==> src/label_bounding_box_builder_macros.svh <==
// ----------------------------------------------------------------------------
// Label bounding box builder: assertion macros
// Clocked on clk and disabled during rst. Each use names its own label.
// ----------------------------------------------------------------------------
`ifndef LABEL_BOUNDING_BOX_BUILDER_MACROS_SVH
`define LABEL_BOUNDING_BOX_BUILDER_MACROS_SVH

// Consequent must hold in the same cycle as the antecedent.
`define LBBB_ASSERT_NOW(lbl, ante, cons, msg) \
  lbl: assert property (@(posedge clk) disable iff (rst) (ante) |-> (cons)) \
    else $error(msg);

// Consequent must hold in the cycle after the antecedent.
`define LBBB_ASSERT_NEXT(lbl, ante, cons, msg) \
  lbl: assert property (@(posedge clk) disable iff (rst) (ante) |=> (cons)) \
    else $error(msg);

`endif

==> src/lbbb_pkg.sv <==
// ----------------------------------------------------------------------------
// lbbb_pkg
// Shared types and constants of the label bounding box builder.
// ----------------------------------------------------------------------------
package lbbb_pkg;

  localparam int MAX_OBJECTS_DEF = 64;
  localparam int LABEL_COUNT_DEF = 1024;

  localparam int LABEL_W = 10;  // label field width
  localparam int COORD_W = 12;  // pixel coordinate width
  localparam int OFS_W   = 13;  // frame offset register width
  localparam int POS_W   = 14;  // shifted coordinate width

  typedef enum logic [1:0] {
    KIND_MARK  = 2'd0,
    KIND_PIXEL = 2'd1,
    KIND_READ  = 2'd2,
    KIND_CLEAR = 2'd3
  } kind_t;

  typedef enum logic [0:0] {
    REG_X_OFFSET = 1'b0,
    REG_Y_OFFSET = 1'b1
  } reg_idx_t;

  typedef enum logic [2:0] {
    ST_SWEEP,
    ST_IDLE,
    ST_LOOKUP,
    ST_ENTRY,
    ST_RD_ISSUE,
    ST_RD_LOAD
  } state_t;

  typedef struct packed {
    logic signed [POS_W-1:0] x_min;
    logic signed [POS_W-1:0] x_max;
    logic signed [POS_W-1:0] y_min;
    logic signed [POS_W-1:0] y_max;
  } box_t;

  typedef struct packed {
    logic [LABEL_W-1:0] label;
    box_t               box;
  } entry_t;

endpackage

==> src/lbbb_box_merge.sv <==
// ----------------------------------------------------------------------------
// lbbb_box_merge
// Widens a stored box so that it covers one more shifted pixel position.
// ----------------------------------------------------------------------------
module lbbb_box_merge (
  input  lbbb_pkg::box_t                     cur,
  input  logic signed [lbbb_pkg::POS_W-1:0]  px,
  input  logic signed [lbbb_pkg::POS_W-1:0]  py,
  output lbbb_pkg::box_t                     merged
);
  import lbbb_pkg::*;

  always_comb begin
    merged.x_min = (px < cur.x_min) ? px : cur.x_min;
    merged.x_max = (px > cur.x_max) ? px : cur.x_max;
    merged.y_min = (py < cur.y_min) ? py : cur.y_min;
    merged.y_max = (py > cur.y_max) ? py : cur.y_max;
  end

endmodule

==> config.mk <==
export PLATFORM = sky130hd
export DESIGN_NAME = lbbb_box_merge
export DESIGN_NICKNAME = d
export VERILOG_FILES = /design/src/label_bounding_box_builder_macros.svh /design/src/lbbb_pkg.sv /design/src/lbbb_box_merge.sv
export SDC_FILE = /design/constraint.sdc
export NUM_CORES = 1
export LEC_CHECK = 0
export BUFFER_PORTS_ARGS = -buffer_cell sky130_fd_sc_hd__clkbuf_2
export CORE_MARGIN = 3
export CORE_UTILIZATION = 46
export DETAILED_ROUTE_END_ITERATION = 8
export PLACE_DENSITY_LB_ADDON = 0.12
export SLEW_MARGIN = 20
export SYNTH_ARGS = -nofsm -noshare
export SYNTH_HDL_FRONTEND = slang
export SYNTH_SLANG_ARGS = --single-unit
==> constraint.sdc <==
create_clock -name vclk -period 2.45
set_input_delay 0 -clock vclk [all_inputs]
set_output_delay 0 -clock vclk [all_outputs]
set_load 0.02 [all_outputs]
After elaboration in Yosys (flattened, before gate mapping)
Cells that the tools add are included.
- magnitude comparators: 4
- mux-type cells: 4
- operators with widths (kind ; number):
    two-way mux 14 bit ; 4
    > comparator 14 bit ; 2
    less-than comparator 14 bit ; 2
- bits in registers: 0
- output and inout port bits: 56
- logic and storage cells: 8

Logic depth before layout (Yosys ltp)
Gate-level depths: netlist of run 1.
- word-level depth: 2
- mapped depth: 9

Worst setup path after synthesis of run 1
Ideal clock, no wire load.
- path type: input port to output port
- start point: in cur[3] (netlist bit)
- end point: out merged[10] (netlist bit)
- arrival: 1941 ps
- required time: 2450 ps
- path slack: 509 ps
- cell stages on the path: 9
- path buffers: 1
- cell sequence: inv_1 -> ha_1 -> a211o_1 -> o211ai_1 -> a311oi_2 -> nor4_2 -> mux2_4 -> buf_12 -> mux2_4
- RTL lines (what ; RTL line ; text):
    from (decl) ; lbbb_box_merge.sv:6 ; input lbbb_pkg::box_t cur,
    to (decl) ; lbbb_box_merge.sv:9 ; output lbbb_pkg::box_t merged

==> metrics.txt, run 1 <==
number of nets with antenna violations after detailed routing=0; area enclosed by the die boundary=0.005724 sq mm; end point of the worst hold path=merged[7]; top fanout value on the critical path=13; power density over cell area=290.6 mW/mm^2; overall global routing resource usage=0.1794; actual slew at the worst max-slew pin=0.5597 ns; crit start category=primary input; minimum period implied by the final worst setup slack=2.229 ns; vias per std cell=5.113; Cells after Synth=260; filler cell count in the final layout=438; synth warn=0; number of antenna violations at the first check in global routing=0; Peak Freq=448.7 MHz; Final #Nets=538; global-route wire length before repair=8556 um; drt total wl=5492 um; Max Transition Viols Final=0; critical path required time=2.45 ns; most frequent cells in the layout=sky130_fd_sc_hd__clkbuf_2, sky130_fd_sc_hd__inv_1, sky130_fd_sc_hd__ha_1; # placed instances=450; sequential cell count=0; RSZ-0062 raised after global routing=no; library cell occupying the most area in the post-synthesis netlist=sky130_fd_sc_hd__ha_1; Final WS setup=0.2214 ns; count of unresolved DRC violations after routing=0; Multi-input gate area=0.001952 sq mm; number of setup violations in the final report=0; area growth from synthesis to layout=32.34%; number of maximum-capacitance violations=0; pre-CTS worst setup slack=0.2352 ns; syn_nets=398; worst-case vdd ir drop=177.4 uV; Slew headroom=0.6240; post-CTS resize count=0; Final TNS setup=0 ns; hold depth=3; most common cell after layout, fill and taps aside=sky130_fd_sc_hd__clkbuf_2; estimated wirelength of the detail-placed design=4959 um; number of clock buffer instances in the layout=0; kind of critical path=primary input to output port; average instance area after synthesis=8.585 sq um; largest net degree at the start of global routing=15; outcome=complete, no violations; count of pins on the block boundary=140; Diodes inserted=0; worst setup path startpoint=cur[19]; fraction of final layout cells with drive strength greater than 1=0.5176; crit path DAT=2.23 ns; effective utilization at floorplan=0.4956; kind of end point of the critical path=output port; count of input and output buffers=140; final std cells w/o fill=450; Routed WL per cell=12.20 um; via count=2301; top cell type's share of synthesized area=0.3027; cell row count=24; count of routing violations after the opening detailed-route iteration=40; hold buffers post-CTS=0; worst min-delay path class=primary input to output port; Cell variety after synth=35; leading post-synthesis cells by cell area=sky130_fd_sc_hd__ha_1, sky130_fd_sc_hd__mux2_2, sky130_fd_sc_hd__mux2_4; final hold violation count=0; core area=0.004504 sq mm; sequential cell area in the final layout=0 sq um; First-pass DRT Iterations=4; beginning of the worst hold path=cur[7]; placer's final routability congestion estimate=0.8730; Final period util=0.9096; netlist area before placement=0.002232 sq mm; height of the chip=75.66 um; final global-route overflow total=0; Final Total Pwr=858.4 uW; sequential share of the synthesized area=0; number of global-route vias before repair=2057; Leak=1.800 nW; # Post-CTS Setup Buffers=0; DIE WIDTH=75.66 um; final core utilization=0.6558
## kinds of logic after synthesis
kind of cell             Yosys count  share of synthesized area
AO/OA/AOI/OAI                     49                     0.1513
adder cells (fa/ha/maj)           54                     0.3027
buffers and inverters             63                     0.1256
multiplexers                      57                     0.3246
AND/OR/NAND/NOR                   37                    0.09585
## synth_stat cells (2+ instances only)
cell / number
sky130_fd_sc_hd__a211o_1: 2
sky130_fd_sc_hd__a211oi_1: 3
sky130_fd_sc_hd__a21boi_0: 2
sky130_fd_sc_hd__a21o_1: 3
sky130_fd_sc_hd__a21oi_1: 16
sky130_fd_sc_hd__a221oi_1: 2
sky130_fd_sc_hd__a311oi_2: 2
sky130_fd_sc_hd__buf_12: 2
sky130_fd_sc_hd__ha_1: 54
sky130_fd_sc_hd__inv_1: 59
sky130_fd_sc_hd__mux2_2: 35
sky130_fd_sc_hd__mux2_4: 22
sky130_fd_sc_hd__nand2_1: 7
sky130_fd_sc_hd__nand3_1: 9
sky130_fd_sc_hd__nand4_1: 7
sky130_fd_sc_hd__nor2_1: 3
sky130_fd_sc_hd__nor2b_1: 2
sky130_fd_sc_hd__nor3_1: 2
sky130_fd_sc_hd__nor4_2: 2
sky130_fd_sc_hd__o211ai_1: 3
sky130_fd_sc_hd__o21ai_0: 7
sky130_fd_sc_hd__o21bai_1: 2
sky130_fd_sc_hd__o41ai_1: 2
## worst max path at each step
| stage | endpoint | cells past startpoint |
|---|---|---|
| 2_1_floorplan | merged[10] | 9 |
| 6_report | merged[19] | 9 |
| 3_5_place_dp | merged[19] | 9 |
| 3_3_place_gp | merged[10] | 10 |
| 4_1_cts | merged[19] | 9 |
| 5_1_grt | merged[4] | 10 |
## metrics by stage
| stage | hold WS (ns) | area (sq um) |
|---|---|---|
| 5_1_grt | 0.3793 | 2954 |
| 2_1_floorplan | 0.1594 | 2232 |
| 3_5_place_dp | 0.3687 | 2954 |
| 6_report | 0.3671 | 2954 |
| 3_3_place_gp | 0.3663 | 2954 |
| 4_1_cts | 0.3695 | 2954 |
## worst max-delay path, cell delays in order
cell and delay (ns):
sky130_fd_sc_hd__clkbuf_2 0.10, sky130_fd_sc_hd__inv_1 0.04, sky130_fd_sc_hd__ha_1 0.29, sky130_fd_sc_hd__a211oi_1 0.25, sky130_fd_sc_hd__o21ai_0 0.17, sky130_fd_sc_hd__a221oi_1 0.37
sky130_fd_sc_hd__a31o_2 0.47, sky130_fd_sc_hd__mux2_2 0.39, sky130_fd_sc_hd__clkbuf_2 0.16
## area by class of cell
class	instances	area share
inverters	59	0.07497
multi-input cells	197	0.6607
well taps	52	0.02202
repair buffers	142	0.2423
## metal layers
metal / share of wire / vias up / GRT usage
met4: 0 / 0 / 0
met3: 0.060 / 0 / 0.007916
met1: 0.49 / 988 / 0.2449
met2: 0.45 / 79 / 0.3308
li1: - / 1234 / -
met5: 0 / - / 0
## power breakdown
| group | internal (mW) | total, mW | switching, mW | leakage, nW |
|---|---|---|---|---|
| clock | 0 | 0 | 0 | 0 |
| combinational | 0.399 | 0.858 | 0.459 | 1.80 |
| sequential | 0 | 0 | 0 | 0 |
Note: power is estimated with default switching activity, not from simulation.
==> run 2, diff against run 1 <==
--- a/config.mk
+++ b/config.mk
@@ -9,7 +9,7 @@
 export CORE_MARGIN = 3
 export CORE_UTILIZATION = 46
 export DETAILED_ROUTE_END_ITERATION = 8
-export PLACE_DENSITY_LB_ADDON = 0.12
+export PLACE_DENSITY = 0.88
 export SLEW_MARGIN = 20
 export SYNTH_ARGS = -nofsm -noshare
 export SYNTH_HDL_FRONTEND = slang
==> run 2 against run 1 <==
Critical endpoint is now merged[11]. Largest power group unchanged. Combinational power is 2% higher. Worst setup slack better by 0.0091 ns. Wire length grew 16%.
==> metrics.txt, run 2 (synthesis results as in run 1) <==
largest net degree at the start of global routing=15; number of clock buffer instances in the layout=0; RSZ-0062 raised after global routing=no; outcome=complete, no violations; Final #Nets=538; longest individual stage delay on the worst path=0.45 ns; area enclosed by the die boundary=0.005724 sq mm; number of maximum-capacitance violations=0; drt total wl=6352 um; critical path required time=2.45 ns; actual slew at the worst max-slew pin=0.4033 ns; most common cell after layout, fill and taps aside=sky130_fd_sc_hd__clkbuf_2; cell row count=24; worst min-delay path class=primary input to output port; Routed WL per cell=14.12 um; # Post-CTS Setup Buffers=0; Final period util=0.9059; library cell contributing the largest single delay on the critical path=sky130_fd_sc_hd__mux2_4; Diodes inserted=0; Leak=1.800 nW; top fanout value on the critical path=14; hold buffers post-CTS=0; overall global routing resource usage=0.2120; fraction of final layout cells with drive strength greater than 1=0.5176; core area=0.004504 sq mm; Max Transition Viols Final=0; sequential cell area in the final layout=0 sq um; count of unresolved DRC violations after routing=0; count of pins on the block boundary=140; global-route wire length before repair=9880 um; kind of critical path=primary input to output port; height of the chip=75.66 um; kind of end point of the critical path=output port; estimated wirelength of the detail-placed design=5861 um; Final TNS setup=0 ns; crit path DAT=2.22 ns; Slew headroom=0.7291; count of routing violations after the opening detailed-route iteration=75; Peak Freq=450.6 MHz; placer's final routability congestion estimate=0.8009; vias per std cell=5.442; most frequent cells in the layout=sky130_fd_sc_hd__clkbuf_2, sky130_fd_sc_hd__inv_1, sky130_fd_sc_hd__ha_1; number of global-route vias before repair=2418; filler cell count in the final layout=374; count of input and output buffers=140; number of setup violations in the final report=0; minimum period implied by the final worst setup slack=2.219 ns; pre-CTS worst setup slack=0.2191 ns; Final WS setup=0.2305 ns; series of cell instances along the critical path=clkbuf_2 > inv_1 > ha_1 > a211o_1 > o211ai_1 > a311oi_2 > nor4_2 > mux2_4 > mux2_4 > clkbuf_2; power density over cell area=296.3 mW/mm^2; final hold violation count=0; number of nets with antenna violations after detailed routing=0; post-CTS resize count=0; final global-route overflow total=0; DIE WIDTH=75.66 um; area growth from synthesis to layout=32.34%; crit start category=primary input; sequential cell count=0; via count=2449; effective utilization at floorplan=0.4956; worst-case vdd ir drop=195.1 uV; number of antenna violations at the first check in global routing=0; First-pass DRT Iterations=4
run 2: cell counts in the layout (fill, tap and decap cells not counted):
Identical to the previous run, type by type.
run 2: final timing paths:
path	start	end	slack, ns	depth (start not counted)
setup / recovery	cur[3]	merged[11]	0.23	10
hold / removal	cur[53]	merged[53]	0.37	3
run 2: cell type report:
cell class | instances | area [sq um] | share of cell area
Timing Repair Buffer | 142 | 715.7 | 0.2423
Inverter | 59 | 221.5 | 0.07497
Multi-Input combinational cell | 197 | 1952 | 0.6607
Tap cell | 52 | 65.06 | 0.02202
run 2: layer usage:
metal  part of all wire  wire, um  vias to the layer above  global-route usage
li1                   -         -                     1229                   -
met1               0.37      2345                     1106              0.2152
met2               0.54      3452                       96              0.4458
met3              0.062       393                       18             0.01715
met4              0.025       161                        0             0.06214
met5                  0         0                        -                   0
run 2: worst max-delay path, delay by kind of cell:
kind	cells	cell delay (ns)
buffers and inverters	3	0.28
muxes	2	0.77
and+or+nand+nor	1	0.32
adders and majority gates	1	0.30
AOI/OAI and AO/OA	3	0.53
run 2: metrics by stage:
step           area, sq um  total power, mW  hold WS (ns)  instances  utilization
2_1_floorplan         2232           0.6204        0.1594        260            -
3_3_place_gp          2954           0.8466        0.3680        450       0.6558
3_5_place_dp          2954           0.8770        0.3711        450       0.6558
4_1_cts               2954           0.8812        0.3724        450       0.6558
5_1_grt               2954           0.9525        0.3828        450       0.6558
6_report              2954           0.8754        0.3691        450       0.6558
run 2: power by group:
part           total, mW  internal, mW  switching, mW  leakage [nW]
Sequential             0             0              0             0
Combinational      0.875         0.402          0.474          1.80
Clock                  0             0              0             0
Total              0.875         0.402          0.474          1.80
